--- src/hdl/ttc_pkg.sv ---
`timescale 1ns / 1ps
`default_nettype none

package ttc_pkg;

   // field widths
   localparam int SecWidth  = 7;
   localparam int TempWidth = 10;
   localparam int AdcWidth  = 10;
   localparam int CsrIndexWidth = 3;
   localparam int CsrDataWidth  = 10;

   // register reset values
   localparam logic [SecWidth-1:0]  ShortSecondsReset = 7'd10;
   localparam logic [SecWidth-1:0]  LongSecondsReset  = 7'd60;
   localparam logic [TempWidth-1:0] HeatOnBelowReset  = 10'd600;
   localparam logic [TempWidth-1:0] HeatOffAboveReset = 10'd800;
   localparam logic [TempWidth-1:0] RefreshMarginReset = 10'd2;

   // register indexes
   typedef enum logic [CsrIndexWidth-1:0] {
      CSR_SHORT_SECONDS  = 3'd0,
      CSR_LONG_SECONDS   = 3'd1,
      CSR_HEAT_ON_BELOW  = 3'd2,
      CSR_HEAT_OFF_ABOVE = 3'd3,
      CSR_REFRESH_MARGIN = 3'd4
   } csr_index_type;

   typedef struct packed {
      logic                mode_button;
      logic                start_button;
      logic [AdcWidth-1:0] adc_sample;
      logic                quarter_tick;
   } req_type;

   typedef struct packed {
      logic                 heater_on;
      logic                 running_now;
      logic                 long_mode;
      logic [SecWidth-1:0]  seconds_left;
      logic [TempWidth-1:0] temp_tenths;
      logic                 temp_refresh;
      logic                 time_refresh;
      logic                 mode_refresh;
   } rsp_type;

   // sample*1000/1023 rounded down: reciprocal estimate plus one correction step
   function automatic logic [TempWidth-1:0] tenths_of(input logic [AdcWidth-1:0] sample);
      logic [19:0] scaled;
      logic [19:0] est_sum;
      logic [9:0]  q_est;
      logic [19:0] back;
      logic [19:0] rem;
      scaled  = {sample, 10'b0} - {6'b0, sample, 4'b0} - {7'b0, sample, 3'b0};
      est_sum = scaled + {10'b0, scaled[19:10]};
      q_est   = est_sum[19:10];
      back    = {q_est, 10'b0} - {10'b0, q_est};
      rem     = scaled - back;
      if (rem >= 20'd1023) begin
         tenths_of = q_est + 10'd1;
      end else begin
         tenths_of = q_est;
      end
   endfunction

endpackage

`default_nettype wire

--- src/hdl/timed_thermostat_controller_unit.sv ---
`timescale 1ns / 1ps
`default_nettype none

// channel    | direction | handshake              | payload
// -----------+-----------+------------------------+------------------------------
// req        | in        | req_valid / req_stall  | req_payload (poll of buttons,
//            |           |                        | converter sample, quarter tick)
// rsp        | out       | rsp_valid / rsp_stall  | rsp_payload (heater, timer,
//            |           |                        | temperature, refresh flags)
// csr        | in        | csr_write_en           | csr_index, csr_wdata
//
// One request a cycle while req_stall is low. A taken request passes through the input
// register, which holds the scaled temperature, and then the result register, which holds
// the controller state update and offers the result. Reset is synchronous
// and restores the register defaults and the idle short mode. A stalled result holds
// the result register and, once the input register is also full, raises req_stall.

module timed_thermostat_controller_unit
   import ttc_pkg::*;
(
   input  wire logic                     clock,
   input  wire logic                     reset,
   input  wire logic                     req_valid,
   output logic                          req_stall,
   input  wire req_type                  req_payload,
   output logic                          rsp_valid,
   input  wire logic                     rsp_stall,
   output rsp_type                       rsp_payload,
   input  wire logic                     csr_write_en,
   input  wire logic [CsrIndexWidth-1:0] csr_index,
   input  wire logic [CsrDataWidth-1:0]  csr_wdata
);

   // configuration registers
   logic [SecWidth-1:0]  short_seconds_ff;
   logic [SecWidth-1:0]  long_seconds_ff;
   logic [TempWidth-1:0] heat_on_below_ff;
   logic [TempWidth-1:0] heat_off_above_ff;
   logic [TempWidth-1:0] refresh_margin_ff;

   // pipeline registers
   logic                 in_valid_ff;
   req_type              in_req_ff;
   logic [TempWidth-1:0] in_temp_ff;
   logic                 out_valid_ff;
   logic                 out_valid_in;
   rsp_type              out_rsp_ff;
   rsp_type              out_rsp_in;

   // controller state
   logic                 mode_ff, mode_in;
   logic                 run_ff, run_in;
   logic [SecWidth-1:0]  remaining_ff, remaining_in;
   logic [1:0]           quarter_ff, quarter_in;
   logic                 mode_pressed_ff, mode_pressed_in;
   logic                 start_pressed_ff, start_pressed_in;
   logic                 heater_ff, heater_in;
   logic [TempWidth-1:0] shown_temp_ff, shown_temp_in;
   logic                 shown_temp_valid_ff, shown_temp_valid_in;
   logic [SecWidth-1:0]  shown_time_ff, shown_time_in;
   logic                 shown_time_valid_ff, shown_time_valid_in;
   logic                 shown_mode_ff, shown_mode_in;
   logic                 shown_mode_valid_ff, shown_mode_valid_in;

   logic out_free;
   logic fire;

   // handshake: the result register frees when empty or when its result is taken
   assign out_free    = !out_valid_ff || !rsp_stall;
   assign req_stall   = in_valid_ff && !out_free;
   assign fire        = in_valid_ff && out_free;
   assign rsp_valid   = out_valid_ff;
   assign rsp_payload = out_rsp_ff;

   // configuration writes
   always_ff @(posedge clock) begin
      if (reset) begin
         short_seconds_ff  <= ShortSecondsReset;
         long_seconds_ff   <= LongSecondsReset;
         heat_on_below_ff  <= HeatOnBelowReset;
         heat_off_above_ff <= HeatOffAboveReset;
         refresh_margin_ff <= RefreshMarginReset;
      end else if (csr_write_en) begin
         case (csr_index)
            CSR_SHORT_SECONDS:  short_seconds_ff  <= csr_wdata[SecWidth-1:0];
            CSR_LONG_SECONDS:   long_seconds_ff   <= csr_wdata[SecWidth-1:0];
            CSR_HEAT_ON_BELOW:  heat_on_below_ff  <= csr_wdata[TempWidth-1:0];
            CSR_HEAT_OFF_ABOVE: heat_off_above_ff <= csr_wdata[TempWidth-1:0];
            CSR_REFRESH_MARGIN: refresh_margin_ff <= csr_wdata[TempWidth-1:0];
            default: ;
         endcase
      end
   end

   // input register with temperature scaling
   always_ff @(posedge clock) begin
      if (reset) begin
         in_valid_ff <= 1'b0;
      end else if (!req_stall) begin
         in_valid_ff <= req_valid;
      end
   end

   always_ff @(posedge clock) begin
      if (req_valid && !req_stall) begin
         in_req_ff  <= req_payload;
         in_temp_ff <= tenths_of(req_payload.adc_sample);
      end
   end

   // controller update for one request, in poll order
   always_comb begin
      logic                   tick_step;
      logic [1:0]             quarter_inc;
      logic                   start_edge;
      logic                   t_ref;
      logic                   tm_ref;
      logic                   m_ref;
      logic [TempWidth:0]     temp_hi;
      logic [TempWidth:0]     shown_hi;
      mode_in             = mode_ff;
      run_in              = run_ff;
      remaining_in        = remaining_ff;
      quarter_in          = quarter_ff;
      heater_in           = heater_ff;
      shown_temp_in       = shown_temp_ff;
      shown_temp_valid_in = shown_temp_valid_ff;
      shown_time_in       = shown_time_ff;
      shown_time_valid_in = shown_time_valid_ff;
      shown_mode_in       = shown_mode_ff;
      shown_mode_valid_in = shown_mode_valid_ff;
      t_ref               = 1'b0;
      tm_ref              = 1'b0;
      m_ref               = 1'b0;
      mode_pressed_in     = in_req_ff.mode_button;
      start_pressed_in    = in_req_ff.start_button;

      // quarter ticks count down the run
      tick_step   = run_ff && in_req_ff.quarter_tick;
      quarter_inc = quarter_ff + 2'd1;
      if (tick_step) begin
         quarter_in = quarter_inc;
         if (quarter_inc == 2'd0 && remaining_ff != '0) begin
            remaining_in = remaining_ff - SecWidth'(1);
         end
      end

      // mode toggle while idle
      if (in_req_ff.mode_button && !mode_pressed_ff && !run_ff) begin
         mode_in      = !mode_ff;
         remaining_in = !mode_ff ? long_seconds_ff : short_seconds_ff;
      end

      // start of a run
      start_edge = in_req_ff.start_button && !start_pressed_ff && !run_ff;
      if (start_edge) begin
         run_in              = 1'b1;
         shown_time_valid_in = 1'b0;
         shown_temp_valid_in = 1'b0;
         remaining_in        = mode_in ? long_seconds_ff : short_seconds_ff;
         quarter_in          = 2'd0;
      end

      // temperature line redraw
      temp_hi  = {1'b0, in_temp_ff};
      shown_hi = {1'b0, shown_temp_ff};
      if (!shown_temp_valid_in ||
          temp_hi > shown_hi + {1'b0, refresh_margin_ff} ||
          shown_hi > temp_hi + {1'b0, refresh_margin_ff}) begin
         t_ref               = 1'b1;
         shown_temp_in       = in_temp_ff;
         shown_temp_valid_in = 1'b1;
      end

      if (!run_in) begin
         // idle: heater off, mode line redraw
         heater_in = 1'b0;
         if (!shown_mode_valid_ff || shown_mode_ff != mode_in) begin
            m_ref               = 1'b1;
            shown_mode_in       = mode_in;
            shown_mode_valid_in = 1'b1;
         end
      end else begin
         // running: two-limit heater, time line redraw, end of run
         if (in_temp_ff < heat_on_below_ff) begin
            heater_in = 1'b1;
         end else if (in_temp_ff > heat_off_above_ff) begin
            heater_in = 1'b0;
         end
         if (!shown_time_valid_in || shown_time_ff != remaining_in) begin
            tm_ref              = 1'b1;
            shown_time_in       = remaining_in;
            shown_time_valid_in = 1'b1;
         end
         if (remaining_in == '0) begin
            run_in              = 1'b0;
            shown_mode_valid_in = 1'b0;
            shown_temp_valid_in = 1'b0;
            remaining_in        = mode_in ? long_seconds_ff : short_seconds_ff;
         end
      end

      out_rsp_in.heater_on    = heater_in;
      out_rsp_in.running_now  = run_in;
      out_rsp_in.long_mode    = mode_in;
      out_rsp_in.seconds_left = remaining_in;
      out_rsp_in.temp_tenths  = in_temp_ff;
      out_rsp_in.temp_refresh = t_ref;
      out_rsp_in.time_refresh = tm_ref;
      out_rsp_in.mode_refresh = m_ref;

      // result valid: set on update, cleared once taken
      if (fire) begin
         out_valid_in = 1'b1;
      end else if (!rsp_stall) begin
         out_valid_in = 1'b0;
      end else begin
         out_valid_in = out_valid_ff;
      end
   end

   // state and result registers
   always_ff @(posedge clock) begin
      if (reset) begin
         out_valid_ff        <= 1'b0;
         mode_ff             <= 1'b0;
         run_ff              <= 1'b0;
         remaining_ff        <= ShortSecondsReset;
         quarter_ff          <= 2'd0;
         mode_pressed_ff     <= 1'b0;
         start_pressed_ff    <= 1'b0;
         heater_ff           <= 1'b0;
         shown_temp_ff       <= '0;
         shown_temp_valid_ff <= 1'b0;
         shown_time_ff       <= '0;
         shown_time_valid_ff <= 1'b0;
         shown_mode_ff       <= 1'b0;
         shown_mode_valid_ff <= 1'b0;
      end else begin
         out_valid_ff <= out_valid_in;
         if (fire) begin
            mode_ff             <= mode_in;
            run_ff              <= run_in;
            remaining_ff        <= remaining_in;
            quarter_ff          <= quarter_in;
            mode_pressed_ff     <= mode_pressed_in;
            start_pressed_ff    <= start_pressed_in;
            heater_ff           <= heater_in;
            shown_temp_ff       <= shown_temp_in;
            shown_temp_valid_ff <= shown_temp_valid_in;
            shown_time_ff       <= shown_time_in;
            shown_time_valid_ff <= shown_time_valid_in;
            shown_mode_ff       <= shown_mode_in;
            shown_mode_valid_ff <= shown_mode_valid_in;
         end
      end
   end

   always_ff @(posedge clock) begin
      if (fire) begin
         out_rsp_ff <= out_rsp_in;
      end
   end

endmodule

`default_nettype wire

--- config.mk ---
export PLATFORM = sky130hd
export DESIGN_NAME = timed_thermostat_controller_unit
export DESIGN_NICKNAME = d
export VERILOG_FILES = /design/src/hdl/ttc_pkg.sv /design/src/hdl/timed_thermostat_controller_unit.sv
export SDC_FILE = /design/constraint.sdc
export NUM_CORES = 1
export LEC_CHECK = 0
export BUFFER_PORTS_ARGS = -buffer_cell sky130_fd_sc_hd__buf_2
export CAP_MARGIN = 20
export CORE_ASPECT_RATIO = 0.8
export CORE_MARGIN = 2
export CORE_UTILIZATION = 40
export DETAILED_ROUTE_END_ITERATION = 12
export GPL_TIMING_DRIVEN = 0
export MAX_ROUTING_LAYER = met4
export SLEW_MARGIN = 40
export SYNTH_ARGS = -nofsm -noshare
export SYNTH_HDL_FRONTEND = slang
export SYNTH_SLANG_ARGS = --single-unit
--- constraint.sdc ---
create_clock -name clock -period 13.4 [get_ports clock]
set_input_delay 2.01 -clock clock [delete_from_list [all_inputs] [get_ports clock]]
set_output_delay 2.01 -clock clock [all_outputs]
set_load 0.02 [all_outputs]
==> out/qor.json <==
{
  "fin_area": {"value": 10500, "unit": "sq um"},
  "avgSynthCellArea": {"value": 8.54, "unit": "sq um"},
  "row_count": {"value": 49},
  "wire_length_of_the_first_global_routing_pass": {"value": 39.0, "unit": "mm"},
  "outcome": {"value": "completed"},
  "final_layout_size_suffix_gt1_share": {"value": 9.85, "unit": "%"},
  "insertedDiodeCount": {"value": 0},
  "required": {"value": 13.57, "unit": "ns"},
  "critical-path-top-cell-by-count": {"value": "sky130_fd_sc_hd__ha_1"},
  "yosys_warnings": {"value": 0},
  "ctsHtreeMaxLevel": {"value": 4},
  "grt_antenna_before_repair": {"value": 0},
  "postSynthRegisterBits": {"value": 117},
  "final-max-slew-violation-count": {"value": 0},
  "yosys_most_used_dff": {"value": "sky130_fd_sc_hd__dfxtp_1"},
  "whs": {"value": 0.456, "unit": "ns"},
  "average_wire_per_standard_cell": {"value": 15.8, "unit": "microns"},
  "area_growth_syn_to_layout": {"value": 14.4, "unit": "%"},
  "num_io_pins": {"value": 56},
  "sequential_element_share_of_the_synthesized_area": {"value": 29.3, "unit": "%"},
  "place.gp.congestion": {"value": 0.880},
  "insertion_delay": {"value": 0.42, "unit": "ns"},
  "vias_in_the_first_global_route": {"value": 7594},
  "crit_path_top_delay_cell": {"value": "sky130_fd_sc_hd__nor4_4"},
  "cts_repair_resize_count": {"value": 0},
  "timing.critical_path.slowest_cell_delay": {"value": 0.64, "unit": "ns"},
  "critPathLaunchType": {"value": "primary input"},
  "async_reset_ff_share": {"value": 0, "unit": "%"},
  "largest_net_degree_at_the_start_of_global_routing": {"value": 22},
  "period_needed": {"value": 10.03, "unit": "ns"},
  "critical_path.n_buffers_inverters": {"value": 6},
  "rsz0062_at_grt": {"value": "false"},
  "max_cap_viol_count": {"value": 0},
  "hold_path.class": {"value": "reg2reg"},
  "placement.io_buffers": {"value": 55},
  "netlist-cell-type-count": {"value": 76},
  "vdd_ir_drop_max": {"value": 0.0886, "unit": "mV"},
  "arrival": {"value": 10.20, "unit": "ns"},
  "report.final.setup_viol": {"value": 0},
  "initial_utilization": {"value": 40.8, "unit": "%"},
  "drt_first_iter_violations": {"value": 512},
  "final.period_utilization": {"value": 74.9, "unit": "%"},
  "die_h": {"value": 140, "unit": "microns"},
  "drt_pass1_iterations": {"value": 6},
  "timing.max_slew.rel_slack": {"value": 41.2, "unit": "%"},
  "cts_hold_buf": {"value": 0},
  "cellLeakagePower": {"value": 4.64, "unit": "nW"},
  "cts_tree": {"value": "done"},
  "drc": {"value": 0},
  "numClockSinks": {"value": 117},
  "crit_path_capture_type": {"value": "flip-flop"},
  "clock-root-buffer": {"value": "sky130_fd_sc_hd__clkbuf_16"},
  "power_density": {"value": 165, "unit": "nW/um^2"},
  "achievable-frequency": {"value": 99.7, "unit": "MHz"},
  "timing.critical_path.max_delay_family": {"value": "simple AND/OR/NAND/NOR gates"},
  "grt_overflow_total": {"value": 0},
  "clock_path_buffers": {"value": 2},
  "floorplan.die.width": {"value": 174, "unit": "microns"},
  "fin_tns_setup": {"value": 0, "unit": "ns"},
  "route.final.wire_length": {"value": 23.3, "unit": "mm"},
  "layout.nets": {"value": 1317},
  "vias_per_cell": {"value": 5.29},
  "max_slew.worst_pin.slew": {"value": 0.882, "unit": "ns"},
  "dp_hpwl": {"value": 18.1, "unit": "mm"},
  "reg2reg_slack": {"value": 8.75, "unit": "ns"},
  "layout.core_utilization": {"value": 46.7, "unit": "%"},
  "grtUsageTotal": {"value": 20.4, "unit": "%"},
  "power.share.sequential": {"value": 25.5, "unit": "%"},
  "postSynthCellCount": {"value": 1079},
  "power.share.switching": {"value": 38.5, "unit": "%"},
  "post_synth_instance_area": {"value": 9220, "unit": "sq um"},
  "cts_setup_buffers": {"value": 0},
  "syn-num-nets": {"value": 1242},
  "remaining_antenna_violation_count": {"value": 0},
  "share_comb_of_total_power": {"value": 47.3, "unit": "%"},
  "clock_power_share": {"value": 27.2, "unit": "%"},
  "cts_made_buffers": {"value": 17},
  "crit_type": {"value": "in2reg"},
  "count_of_flip_flops_with_a_built_in_enable_after_synthesis": {"value": 36},
  "cts.clk_slew.worst_paths": {"value": 0.05, "unit": "ns"},
  "fp.dieArea": {"value": 24300, "unit": "sq um"},
  "critical_path.max_fanout": {"value": 9},
  "netSwitchingPower": {"value": 670, "unit": "uW"},
  "coreArea": {"value": 22600, "unit": "sq um"},
  "cell_area_after_placement": {"value": 9910, "unit": "sq um"},
  "power.internal": {"value": 1.07, "unit": "mW"},
  "hold_violations": {"value": 0},
  "final.setup_skew": {"value": 0.0166, "unit": "ns"},
  "vias": {"value": 7798}
}
## worst reg2reg max path: stages (launching register included)
cell	delay, ns
sky130_fd_sc_hd__edfxtp_1	0.51
sky130_fd_sc_hd__ha_1	0.27
sky130_fd_sc_hd__fa_1	0.41
sky130_fd_sc_hd__a21o_1	0.18
sky130_fd_sc_hd__a21oi_1	0.23
sky130_fd_sc_hd__o21bai_1	0.11
sky130_fd_sc_hd__a21oi_1	0.26
sky130_fd_sc_hd__o21bai_1	0.10
sky130_fd_sc_hd__a21oi_1	0.17
sky130_fd_sc_hd__xor2_1	0.17
sky130_fd_sc_hd__ha_1	0.27
sky130_fd_sc_hd__nand2_1	0.07
sky130_fd_sc_hd__nor2_1	0.06
sky130_fd_sc_hd__o21ai_0	0.08
sky130_fd_sc_hd__nand2_1	0.07
sky130_fd_sc_hd__o31ai_1	0.26
sky130_fd_sc_hd__a21oi_1	0.11
sky130_fd_sc_hd__o31ai_1	0.20
sky130_fd_sc_hd__buf_1	0.66
sky130_fd_sc_hd__mux2i_1	0.29
sky130_fd_sc_hd__nor2_1	0.05
## final timing paths
path,from,endpoint,cells after the start
max reg2reg,in_temp_ff[0],shown_temp_ff[5],20
max,req_payload[8],in_temp_ff[9],36
min,heat_off_above_ff[6],heat_off_above_ff[6],2
min reg2reg,heat_off_above_ff[6],heat_off_above_ff[6],2
## final cells by class
class                   instances  area (sq um)
plain buffers                  29           113
inverters                      83           312
repair buffers                 56           303
well taps                     306           383
flip-flops and latches        117          2700
multi-input cells             850          6100
clock buffers                  25           538
clock inverters                 7          88.8
fillers                      2249         12000
## synth_stat cells, drive strengths merged (3+ instances only)
master   count  area, sq um
dfxtp       81         1620
xor2        24          218
a211o        6         52.6
o311ai       3         26.3
a21boi       3         26.3
o21bai      10         75.1
nor4         6         67.6
clkbuf      23         86.3
a211oi       8         70.1
nand2      128          483
o2111ai      3         26.3
o22a         3         26.3
o21a        20          150
o21ai       41          205
a21oi      108          556
or3          7         43.8
o31a         3         27.5
or2          4         25.0
and4         3         26.3
nand4       10         62.6
a2111oi      3         26.3
nor2        68          255
ha         127         1590
mux2i       30          300
nand2b      13         81.3
o22ai        8         50.1
a311oi       3         26.3
nor3        20          100
inv         83          312
nand3b      15          113
o211ai      10         75.1
o31ai        5         37.5
nand3       18         95.1
a21o        26          196
and2         9         57.6
nor2b       16          100
xnor2       47          412
edfxtp      36         1080
nor3b        3         22.5
buf          6         25.0
fa           5          100
and3         8         51.3
## layout by cell type, fill, tap and decap left out, types with 8 or more instances in the layout
cell type	instances
sky130_fd_sc_hd__a21o_1	25
sky130_fd_sc_hd__a21oi_1	106
sky130_fd_sc_hd__and2_1	8
sky130_fd_sc_hd__buf_2	58
sky130_fd_sc_hd__clkbuf_1	25
sky130_fd_sc_hd__clkbuf_16	19
sky130_fd_sc_hd__dfxtp_1	81
sky130_fd_sc_hd__edfxtp_1	36
sky130_fd_sc_hd__ha_1	127
sky130_fd_sc_hd__inv_1	83
sky130_fd_sc_hd__mux2i_1	30
sky130_fd_sc_hd__nand2_1	127
sky130_fd_sc_hd__nand2b_1	13
sky130_fd_sc_hd__nand3_1	17
sky130_fd_sc_hd__nand3b_1	15
sky130_fd_sc_hd__nand4_1	10
sky130_fd_sc_hd__nor2_1	68
sky130_fd_sc_hd__nor2b_1	15
sky130_fd_sc_hd__nor3_1	20
sky130_fd_sc_hd__o211ai_1	10
sky130_fd_sc_hd__o21a_1	20
sky130_fd_sc_hd__o21ai_0	39
sky130_fd_sc_hd__o21bai_1	10
sky130_fd_sc_hd__o22ai_1	8
sky130_fd_sc_hd__xnor2_1	46
sky130_fd_sc_hd__xor2_1	23
## per-stage QoR
| stage | std cells | setup slack (ns) | power (mW) |
|---|---|---|---|
| finish | 1473 | 3.37 | 1.74 |
| global placement | 1440 | 2.96 | 1.25 |
| detailed placement | 1441 | 2.96 | 1.26 |
| global route | 1473 | 2.51 | 1.88 |
| floorplan | 1079 | 4.34 | 1.07 |
| CTS | 1473 | 3.36 | 1.74 |
## metal layers
layer  vias up  GRT usage, %  share of wire [%]
met5         -             -                  0
met4         0          3.80               0.71
met3        11          3.47                4.2
met2       160          31.1                 43
met1      3622          28.7                 52
li1       4005             -                  -
## state kept, by name, summed over array words and instances (netlist names), 2 cells and up
name / count
rsp_payload: 23
heat_off_above_ff: 10
heat_on_below_ff: 10
in_temp_ff: 10
refresh_margin_ff: 10
shown_temp_ff: 10
long_seconds_ff: 7
remaining_ff: 7
short_seconds_ff: 7
shown_time_ff: 7
quarter_ff: 2
## cells by family (layout without fill, tap and decap cells)
kind of cell / after synthesis / count (layout) / share of synthesized area (%)
AO/OA/AOI/OAI: 280 / 280 / 19.6
flip-flops: 117 / 117 / 29.3
XOR/XNOR: 71 / 71 / 6.83
buffers and inverters: 112 / 200 / 4.59
AND/OR/NAND/NOR: 336 / 336 / 17.9
adder cells (fa/ha/maj): 132 / 132 / 18.3
multiplexers: 31 / 31 / 3.42
## power by group through the flow
stage                     sequential (mW)  clock [mW]  combinational, mW
final                               0.443       0.473              0.823
after global routing                0.447       0.495              0.938
after CTS                           0.444       0.478              0.818
after detailed placement            0.451           0              0.808
after global placement              0.451           0              0.802
after floorplan                     0.440           0              0.632
Power figures use the tool's default switching activity.
